<file path="src/design/rsp_pkg.sv">
// rsp_pkg: shared types, widths and constants of the rank select block
`timescale 1ns / 1ps

package rsp_pkg;

  localparam int RANK_W     = 10;
  localparam int VALUE_W    = 32;
  localparam int LCNT_W     = 11;
  localparam int ICNT_W     = 11;
  localparam int CFG_IDX_W  = 2;
  localparam int CFG_DATA_W = 32;
  localparam int WORD_W     = 64;
  localparam int BIT_W      = 6;
  localparam int PCNT_W     = 7;
  localparam int RESET_ITEM_COUNT = 1024;

  // configuration register indexes
  localparam logic [CFG_IDX_W-1:0] CFG_FIRST_VALUE = 2'd0;
  localparam logic [CFG_IDX_W-1:0] CFG_ITEM_COUNT  = 2'd1;

  typedef logic [RANK_W-1:0]         rank_t;
  typedef logic signed [VALUE_W-1:0] value_t;
  typedef logic [LCNT_W-1:0]         lcnt_t;
  typedef logic [WORD_W-1:0]         word_t;
  typedef logic [BIT_W-1:0]          bitpos_t;
  typedef logic [PCNT_W-1:0]         pcnt_t;

  typedef enum logic [2:0] {
    ST_FILL,
    ST_IDLE,
    ST_SCAN,
    ST_SELECT,
    ST_WRITE,
    ST_DONE
  } state_t;

  // number of set bits in one map word
  function automatic pcnt_t popcnt(input word_t w);
    pcnt_t c;
    c = '0;
    for (int i = 0; i < WORD_W; i++) begin
      c = c + pcnt_t'(w[i]);
    end
    return c;
  endfunction

  // mask of the k low bits
  function automatic word_t low_mask(input bitpos_t k);
    return (word_t'(1) << k) - word_t'(1);
  endfunction

endpackage

</file>
<file path="src/design/rsp_in_if.sv">
// rsp_in_if: request channel carrying one rank
`timescale 1ns / 1ps

interface rsp_in_if;
  logic          valid;
  logic          ready;
  rsp_pkg::rank_t rank;

  modport source (output valid, output rank, input ready);
  modport sink   (input valid, input rank, output ready);
endinterface

</file>
<file path="src/design/rsp_out_if.sv">
// rsp_out_if: result channel carrying the removed value and the count left
`timescale 1ns / 1ps

interface rsp_out_if;
  logic            valid;
  logic            ready;
  rsp_pkg::value_t value;
  logic            ok;
  rsp_pkg::lcnt_t  left_count;

  modport source (output valid, output value, output ok, output left_count, input ready);
  modport sink   (input valid, input value, input ok, input left_count, output ready);
endinterface

</file>
<file path="src/design/rank_select_pop_top.sv">
// rank_select_pop_top: select and remove the n-th smallest remaining integer
`timescale 1ns / 1ps

// The block keeps the integers first_value .. first_value+item_count-1 that
// are still undrawn, as a presence map of MAX_ITEMS bits held in a memory of
// 64-bit words. in_ch carries one rank per request; out_ch returns the
// removed value, ok, and the number of integers left. A rank at or above
// the count left returns ok low, value zero and removes nothing.
// Configuration: cfg_we with cfg_index selects first_value or item_count;
// writing item_count refills the map.
// A request runs through the word scan, the bit search and the write-back
// before its result is registered; an out-of-range rank skips all three.
// The word scan reads one map word per cycle through the single memory read
// port and subtracts its popcount from the rank; the bit inside the word is
// then found by a 6-step halving search with the same popcount unit, and
// the cleared word is written back. One request is in work at a time: the
// next one is taken only once the last result is in the output register.
// Reset (synchronous, rst_n low) and each item_count write start a fill
// pass that writes the NWORDS map words in turn (16 at the default size),
// during which no request is taken. A finished result sits in an output
// register: the next request is accepted while it waits, and a stalled
// receiver only holds back the result after that one.

module rank_select_pop_top #(
  parameter int MAX_ITEMS = 1024
) (
  input  logic                              clk,
  input  logic                              rst_n,
  rsp_in_if.sink                            in_ch,
  rsp_out_if.source                         out_ch,
  input  logic                              cfg_we,
  input  logic [rsp_pkg::CFG_IDX_W-1:0]     cfg_index,
  input  logic [rsp_pkg::CFG_DATA_W-1:0]    cfg_wdata
);

  localparam int NWORDS  = (MAX_ITEMS + 63) / 64;
  localparam int WADDR_W = (NWORDS > 1) ? $clog2(NWORDS) : 1;
  localparam int CNT_W   = $clog2(MAX_ITEMS + 1);
  localparam int RESET_FILL = (rsp_pkg::RESET_ITEM_COUNT > MAX_ITEMS) ?
                              MAX_ITEMS : rsp_pkg::RESET_ITEM_COUNT;
  localparam logic [WADDR_W-1:0] LAST_WORD = WADDR_W'(NWORDS - 1);

  // sequencer and bookkeeping
  rsp_pkg::state_t       state_r, state_nxt;
  rsp_pkg::value_t       first_value_r, first_value_nxt;
  logic [CNT_W-1:0]      fill_n_r, fill_n_nxt;
  logic [CNT_W-1:0]      remaining_r, remaining_nxt;
  logic [WADDR_W-1:0]    fill_w_r, fill_w_nxt;

  // working registers of one request
  logic [WADDR_W-1:0]    wcnt_r, wcnt_nxt;
  rsp_pkg::rank_t        n_r, n_nxt;
  rsp_pkg::word_t        wrd_r, wrd_nxt;
  rsp_pkg::word_t        win_r, win_nxt;
  rsp_pkg::bitpos_t      pos_r, pos_nxt;
  logic [2:0]            step_r, step_nxt;
  rsp_pkg::value_t       res_value_r, res_value_nxt;
  logic                  res_ok_r, res_ok_nxt;

  // output register
  logic                  out_valid_r, out_valid_nxt;
  rsp_pkg::value_t       out_value_r, out_value_nxt;
  logic                  out_ok_r, out_ok_nxt;
  rsp_pkg::lcnt_t        out_left_r, out_left_nxt;

  // map memory
  rsp_pkg::word_t        mem [NWORDS];
  rsp_pkg::word_t        rd_data_r;
  logic                  mem_we, mem_re;
  logic [WADDR_W-1:0]    mem_waddr, mem_raddr;
  rsp_pkg::word_t        mem_wdata;

  // shared popcount / compare unit
  rsp_pkg::word_t        pc_src;
  rsp_pkg::pcnt_t        pc;
  logic                  pc_hit;
  rsp_pkg::bitpos_t      half;

  logic                  in_acc;
  logic                  cnt_wr;
  logic                  out_free;
  logic                  rank_oob;
  logic [31:0]           fill_base, fill_lim, cfg_cnt, rem32;
  rsp_pkg::word_t        fill_word;
  logic [CNT_W-1:0]      cfg_fill;

  assign in_acc   = in_ch.valid && in_ch.ready;
  assign cnt_wr   = cfg_we && (cfg_index == rsp_pkg::CFG_ITEM_COUNT);
  assign out_free = !out_valid_r || out_ch.ready;
  assign rank_oob = 32'(in_ch.rank) >= 32'(remaining_r);

  // item_count takes the low ICNT_W bits of cfg_wdata and saturates at the map size
  assign cfg_cnt  = 32'(cfg_wdata[rsp_pkg::ICNT_W-1:0]);
  assign cfg_fill = (cfg_cnt > 32'(MAX_ITEMS)) ? CNT_W'(MAX_ITEMS) : CNT_W'(cfg_cnt);

  // word of the refilled map at fill_w_r
  assign fill_base = 32'(fill_w_r) << rsp_pkg::BIT_W;
  assign fill_lim  = 32'(fill_n_r);
  always_comb begin
    if (fill_lim >= fill_base + 32'(rsp_pkg::WORD_W)) begin
      fill_word = '1;
    end else if (fill_lim <= fill_base) begin
      fill_word = '0;
    end else begin
      fill_word = rsp_pkg::low_mask(rsp_pkg::bitpos_t'(fill_lim - fill_base));
    end
  end

  // popcount feeds either the whole scanned word or the low half of the window
  assign half   = rsp_pkg::bitpos_t'(6'd32 >> step_r);
  assign pc_src = (state_r == rsp_pkg::ST_SCAN) ? rd_data_r :
                  (win_r & rsp_pkg::low_mask(half));
  assign pc     = rsp_pkg::popcnt(pc_src);
  assign pc_hit = 32'(n_r) < 32'(pc);

  assign rem32  = 32'(remaining_r);

  // next state
  always_comb begin
    state_nxt = state_r;
    unique case (state_r)
      rsp_pkg::ST_FILL: begin
        if (fill_w_r == LAST_WORD) state_nxt = rsp_pkg::ST_IDLE;
      end
      rsp_pkg::ST_IDLE: begin
        if (in_acc) state_nxt = rank_oob ? rsp_pkg::ST_DONE : rsp_pkg::ST_SCAN;
      end
      rsp_pkg::ST_SCAN: begin
        if (pc_hit) state_nxt = rsp_pkg::ST_SELECT;
      end
      rsp_pkg::ST_SELECT: begin
        if (step_r == 3'd5) state_nxt = rsp_pkg::ST_WRITE;
      end
      rsp_pkg::ST_WRITE: begin
        state_nxt = rsp_pkg::ST_DONE;
      end
      rsp_pkg::ST_DONE: begin
        if (out_free) state_nxt = rsp_pkg::ST_IDLE;
      end
      default: state_nxt = rsp_pkg::ST_FILL;
    endcase
    // an item_count write restarts the fill pass
    if (cnt_wr) state_nxt = rsp_pkg::ST_FILL;
  end

  // datapath and memory control
  always_comb begin
    first_value_nxt = first_value_r;
    fill_n_nxt      = fill_n_r;
    remaining_nxt   = remaining_r;
    fill_w_nxt      = fill_w_r;
    wcnt_nxt        = wcnt_r;
    n_nxt           = n_r;
    wrd_nxt         = wrd_r;
    win_nxt         = win_r;
    pos_nxt         = pos_r;
    step_nxt        = step_r;
    res_value_nxt   = res_value_r;
    res_ok_nxt      = res_ok_r;
    out_valid_nxt   = out_valid_r && !out_ch.ready;
    out_value_nxt   = out_value_r;
    out_ok_nxt      = out_ok_r;
    out_left_nxt    = out_left_r;
    mem_we          = 1'b0;
    mem_waddr       = fill_w_r;
    mem_wdata       = fill_word;
    mem_re          = 1'b0;
    mem_raddr       = '0;

    unique case (state_r)
      rsp_pkg::ST_FILL: begin
        mem_we     = 1'b1;
        fill_w_nxt = fill_w_r + 1'b1;
      end
      rsp_pkg::ST_IDLE: begin
        if (in_acc) begin
          n_nxt    = in_ch.rank;
          wcnt_nxt = '0;
          mem_re   = 1'b1;
          // preset result for an out-of-range rank: answered at once, map untouched
          res_value_nxt = '0;
          res_ok_nxt    = 1'b0;
        end
      end
      rsp_pkg::ST_SCAN: begin
        if (pc_hit) begin
          wrd_nxt  = rd_data_r;
          win_nxt  = rd_data_r;
          pos_nxt  = '0;
          step_nxt = '0;
        end else begin
          n_nxt     = n_r - rsp_pkg::rank_t'(pc);
          wcnt_nxt  = wcnt_r + 1'b1;
          mem_re    = 1'b1;
          mem_raddr = wcnt_r + 1'b1;
        end
      end
      rsp_pkg::ST_SELECT: begin
        // halving search: keep the low half or skip past it
        if (!pc_hit) begin
          n_nxt   = n_r - rsp_pkg::rank_t'(pc);
          win_nxt = win_r >> half;
          pos_nxt = pos_r + half;
        end
        step_nxt = step_r + 3'd1;
      end
      rsp_pkg::ST_WRITE: begin
        mem_we        = 1'b1;
        mem_waddr     = wcnt_r;
        mem_wdata     = wrd_r & ~(rsp_pkg::word_t'(1) << pos_r);
        remaining_nxt = remaining_r - 1'b1;
        res_value_nxt = first_value_r + rsp_pkg::value_t'({wcnt_r, pos_r});
        res_ok_nxt    = 1'b1;
      end
      rsp_pkg::ST_DONE: begin
        if (out_free) begin
          out_valid_nxt = 1'b1;
          out_value_nxt = res_value_r;
          out_ok_nxt    = res_ok_r;
          out_left_nxt  = rem32[rsp_pkg::LCNT_W-1:0];
        end
      end
      default: ;
    endcase

    // configuration writes
    if (cfg_we && (cfg_index == rsp_pkg::CFG_FIRST_VALUE)) begin
      first_value_nxt = rsp_pkg::value_t'(cfg_wdata);
    end
    if (cnt_wr) begin
      fill_n_nxt    = cfg_fill;
      remaining_nxt = cfg_fill;
      fill_w_nxt    = '0;
    end
  end

  // map memory, one write and one registered read port
  always_ff @(posedge clk) begin
    if (mem_we) begin
      mem[mem_waddr] <= mem_wdata;
    end
    if (mem_re) begin
      rd_data_r <= mem[mem_raddr];
    end
  end

  // control state
  always_ff @(posedge clk) begin
    if (!rst_n) begin
      state_r       <= rsp_pkg::ST_FILL;
      first_value_r <= '0;
      fill_n_r      <= CNT_W'(RESET_FILL);
      remaining_r   <= CNT_W'(RESET_FILL);
      fill_w_r      <= '0;
      out_valid_r   <= 1'b0;
    end else begin
      state_r       <= state_nxt;
      first_value_r <= first_value_nxt;
      fill_n_r      <= fill_n_nxt;
      remaining_r   <= remaining_nxt;
      fill_w_r      <= fill_w_nxt;
      out_valid_r   <= out_valid_nxt;
    end
  end

  // payload
  always_ff @(posedge clk) begin
    wcnt_r      <= wcnt_nxt;
    n_r         <= n_nxt;
    wrd_r       <= wrd_nxt;
    win_r       <= win_nxt;
    pos_r       <= pos_nxt;
    step_r      <= step_nxt;
    res_value_r <= res_value_nxt;
    res_ok_r    <= res_ok_nxt;
    out_value_r <= out_value_nxt;
    out_ok_r    <= out_ok_nxt;
    out_left_r  <= out_left_nxt;
  end

  assign in_ch.ready       = (state_r == rsp_pkg::ST_IDLE);
  assign out_ch.valid      = out_valid_r;
  assign out_ch.value      = out_value_r;
  assign out_ch.ok         = out_ok_r;
  assign out_ch.left_count = out_left_r;

endmodule

</file>
<file path="src/flat_wrapper.sv">
// flat-port wrapper written by rule: the top's interface ports become plain ports
module rank_select_pop_top_flat 
#(
  parameter int MAX_ITEMS = 1024
)
  (clk, rst_n, cfg_we, cfg_index, cfg_wdata, in_ch_valid, in_ch_rank, in_ch_ready, out_ch_valid, out_ch_value, out_ch_ok, out_ch_left_count, out_ch_ready);
  rsp_in_if in_ch_i ();
  rsp_out_if out_ch_i ();
  input  logic clk;
  input  logic rst_n;
  input  logic cfg_we;
  input  logic [rsp_pkg::CFG_IDX_W-1:0] cfg_index;
  input  logic [rsp_pkg::CFG_DATA_W-1:0] cfg_wdata;
  input wire logic [$bits(in_ch_i.valid)-1:0] in_ch_valid;
  input wire logic [$bits(in_ch_i.rank)-1:0] in_ch_rank;
  output wire logic [$bits(in_ch_i.ready)-1:0] in_ch_ready;
  output wire logic [$bits(out_ch_i.valid)-1:0] out_ch_valid;
  output wire logic [$bits(out_ch_i.value)-1:0] out_ch_value;
  output wire logic [$bits(out_ch_i.ok)-1:0] out_ch_ok;
  output wire logic [$bits(out_ch_i.left_count)-1:0] out_ch_left_count;
  input wire logic [$bits(out_ch_i.ready)-1:0] out_ch_ready;
  assign in_ch_i.valid = in_ch_valid;
  assign in_ch_i.rank = in_ch_rank;
  assign in_ch_ready = in_ch_i.ready;
  assign out_ch_valid = out_ch_i.valid;
  assign out_ch_value = out_ch_i.value;
  assign out_ch_ok = out_ch_i.ok;
  assign out_ch_left_count = out_ch_i.left_count;
  assign out_ch_i.ready = out_ch_ready;
  rank_select_pop_top #(.MAX_ITEMS(MAX_ITEMS)) u_core (.clk(clk), .rst_n(rst_n), .in_ch(in_ch_i), .out_ch(out_ch_i), .cfg_we(cfg_we), .cfg_index(cfg_index), .cfg_wdata(cfg_wdata));
endmodule
</file>
<file path="config.mk">
export PLATFORM = sky130hd
export DESIGN_NAME = rank_select_pop_top_flat
export DESIGN_NICKNAME = d
export VERILOG_FILES = /design/src/design/rsp_pkg.sv /design/src/design/rsp_in_if.sv /design/src/design/rsp_out_if.sv /design/src/design/rank_select_pop_top.sv /design/src/flat_wrapper.sv
export SDC_FILE = /design/constraint.sdc
export NUM_CORES = 2
export LEC_CHECK = 0
export BUFFER_PORTS_ARGS = -buffer_cell sky130_fd_sc_hd__buf_2
export CORE_MARGIN = 4
export CORE_UTILIZATION = 50
export CTS_CLUSTER_SIZE = 30
export DETAILED_ROUTE_END_ITERATION = 12
export PLACE_DENSITY = 0.63
export SKIP_LAST_GASP = 1
export SLEW_MARGIN = 25
export SYNTH_ARGS = -nofsm -noshare
export SYNTH_HDL_FRONTEND = slang
export SYNTH_SLANG_ARGS = --single-unit
</file>
<file path="constraint.sdc">
create_clock -name clk -period 33.4 [get_ports clk]
set_clock_uncertainty 0.1 [all_clocks]
set_input_delay 6.68 -clock clk [delete_from_list [all_inputs] [get_ports clk]]
set_output_delay 6.68 -clock clk [all_outputs]
set_load 0.1 [all_outputs]
</file>
==> flow_summary.toml <==
[run_status]
status = "complete, no violations"

[setup_path]
crit_required_ns = 33.89
critPathKind = "reg -> reg"
crit_family = "adder cells"
startpoint_type = "flop"
crit_top_cell = "fa_1"
worst_path_max_delay_cell = "nand2_4"
max_stage_delay_ns = 0.75
worst_setup_path_end_kind = "flop"
path_max_fanout = 66
path_buf_inv = 7
critPathArrivalTime_ns = 13.71

[placed_design]
dp.cells = 6146
hpwl_um = 124000
io_buffers = 94
gp_congestion = 0.971

[cts]
cts_buffer_depth = 3
cts_buffers = 144
cts_sinks = 1378
ctsRootBufferMaster = "clkbuf_16"
clk_latency_ns = 0.79
clk_pin_slew_worst_paths_ns = 0.06
h-tree-depth = 4
cts_setup_buffers = 0
ctsResizeCount = 0
cts_hold_buffers = 0
cts_tree = "done"

[timing]
setup-tns-final_ns = 0
hold_viol_final = 0
max_freq_ghz = 0.0757
finalCritPeriodShare_pct = 39.6
fin_crit_ns = 13.22
rsz0062_at_grt = "no"
tightest_slew_ns = 1.13
finalSetupViolCount = 0
maxSlewViolCount = 0
slew_headroom_pct = 23.6

[final_layout]
fin_cells = 6412
mostFrequentLayoutCell = "edfxtp_1"
utilization_pct = 56.3
area_growth_pct = 11.9
final_nets = 4835
final_cell_mix = "1316 x edfxtp_1, 546 x nand2_1, 276 x a21oi_1"
drive_above_1_share_pct = 15.1

[drt]
vias = 42600
ant_nets = 0
drt-initial-drc-count = 5726
wl_um = 203000
routed_via_density = 6.64
drt-pass1-iter-count = 5
drc_errors = 0
routedWlPerCell_um = 31.7

[floorplanning]
initial_core_util_pct = 50.4
die_w_um = 361
placementRows = 129
die_height_um = 361
ios = 95
core_area_um2 = 124000
dieArea_um2 = 130000

[grt]
grt_pass1_vias = 40900
grt_pass1_wl_um = 292000
antenna_found_initial = 14
gr-total-overflow = 0
grt_max_degree = 110
track_usage_pct = 30.7

[min_path]
hold_class = "reg -> reg"

[synth]
synth.cell_area_um2 = 62300
syn_nets = 4764
synth_edf_count = 1316
synth.avg_cell_area_um2 = 13.6
dominantRegCellSynth = "edfxtp_1"
synth_top_cell_by_area = "edfxtp_1"
async_reset_ff_share_pct = 0
yosysWarnings = 0
synthCells = 4587
synth_top_area_share_pct = 63.5
synth.distinct_cells = 97
yosysSeqAreaShare_pct = 65.5
netlist_top_cells_area = "edfxtp_1 63%, mux4_2 3.7%, nand2_1 3.3%"
ys_ff_latch = 1378

[job]
cap_violations = 0

[pwr]
p_per_area_nw_per_um2 = 51.5
power_leakage_nw = 22.8
power.total_w = 0.00359
peakVddDrop_v = 0.0000551
final timing paths:
| path | startpoint | to | slack [ns] | cells after the start |
|---|---|---|---|---|
| worst max-delay path | u_core.step_r[0]$_SDFFCE_PN0P_ | u_core.rd_data_r[38]$_DFFE_PP_ | 20.18 | 37 |
| worst min-delay path | u_core.res_value_r[23]$_SDFFCE_PN0P_ | u_core.out_ch.value[23]$_DFFE_PP_ | 0.32 | 0 |
| worst max register to register | u_core.step_r[0]$_SDFFCE_PN0P_ | u_core.rd_data_r[38]$_DFFE_PP_ | 20.18 | 37 |
| worst min register to register | u_core.res_value_r[23]$_SDFFCE_PN0P_ | u_core.out_ch.value[23]$_DFFE_PP_ | 0.32 | 0 |
where the power goes:
part           internal [W]  switching, W
registers           0.00190    0.00000589
clock network      0.000919      0.000671
logic             0.0000231     0.0000671
total               0.00284      0.000744
cells in the mapped netlist (85+ instances only):
master / number
o21ai_0: 270
mux4_2: 103
edfxtp_1: 1316
nor2_1: 168
a21oi_1: 303
a22oi_1: 96
a211oi_1: 86
nand2_1: 548
inv_1: 98
clkbuf_1: 197
mux2i_1: 85
o22ai_1: 148
cells by family (layout without fill, tap and decap cells):
group | Yosys count | after routing | synth area share (%)
simple gates | 1029 | 1029 | 7.45
other cells | 0 | 8 | 0
xor+xnor | 79 | 79 | 1.11
flops | 1378 | 1378 | 65.5
mux | 261 | 261 | 6.42
compound gates | 1294 | 1294 | 13.5
buf+inv | 417 | 597 | 2.83
fa+ha+maj | 129 | 129 | 3.26
per-layer routing:
metal / track usage, % / share of wire [%] / vias to the layer above / wire, µm
met2: 47.9 / 46 / 2559 / 93200
met3: 6.66 / 10 / 557 / 21200
met5: 0 / 0.021 / - / 42
li1: - / - / 17900 / -
met1: 41.3 / 38 / 21500 / 77800
met4: 14.7 / 5.4 / 6 / 11000
area by class of cell:
class	count	area, µm²
diodes	8	20.0
clock buffers	176	3830
clock inverters	79	823
fillers	9965	54000
inverters	103	388
multi-input cells	2792	20100
flip-flops and latches	1378	40800
well taps	1637	2050
repair buffers	239	1650
metrics by stage:
step	area [µm²]	worst slack [ns]	hold slack, ns
CTS	69500	20.34	0.314
global route	69600	19.48	0.321
global placement	64700	20.66	0.302
detailed placement	64900	20.37	0.305
floorplan	62300	18.96	0.300
finish	69700	20.18	0.317
worst reg2reg max path, delay by kind of cell, from the launching register on:
| kind | cells | cell delay, ns |
|---|---|---|
| XOR/XNOR | 1 | 0.09 |
| buffers and inverters | 7 | 1.69 |
| AND/OR/NAND/NOR | 8 | 2.72 |
| adder cells (fa/ha/maj) | 12 | 5.61 |
| AO/OA/AOI/OAI | 9 | 2.40 |
| flip-flops | 1 | 0.45 |
flip-flops by register name, summed over array words and instances, names as in the netlist:
name,flops
u_core.fill_n_r,11
u_core.wrd_r,64
u_core.res_ok_r,1
u_core.wcnt_r,4
u_core.out_ch.left_count,11
u_core.n_r,10
u_core.fill_w_r,4
u_core.step_r,3
u_core.win_r,64
u_core.pos_r,6
u_core.rd_data_r,64
u_core.out_ch.valid,1
u_core.first_value_r,32
u_core.out_ch.value,32
u_core.mem,1024
u_core.remaining_r,11
u_core.out_ch.ok,1
u_core.state_r,3
u_core.res_value_r,32
No activity file was read; power rests on OpenSTA's default activity.
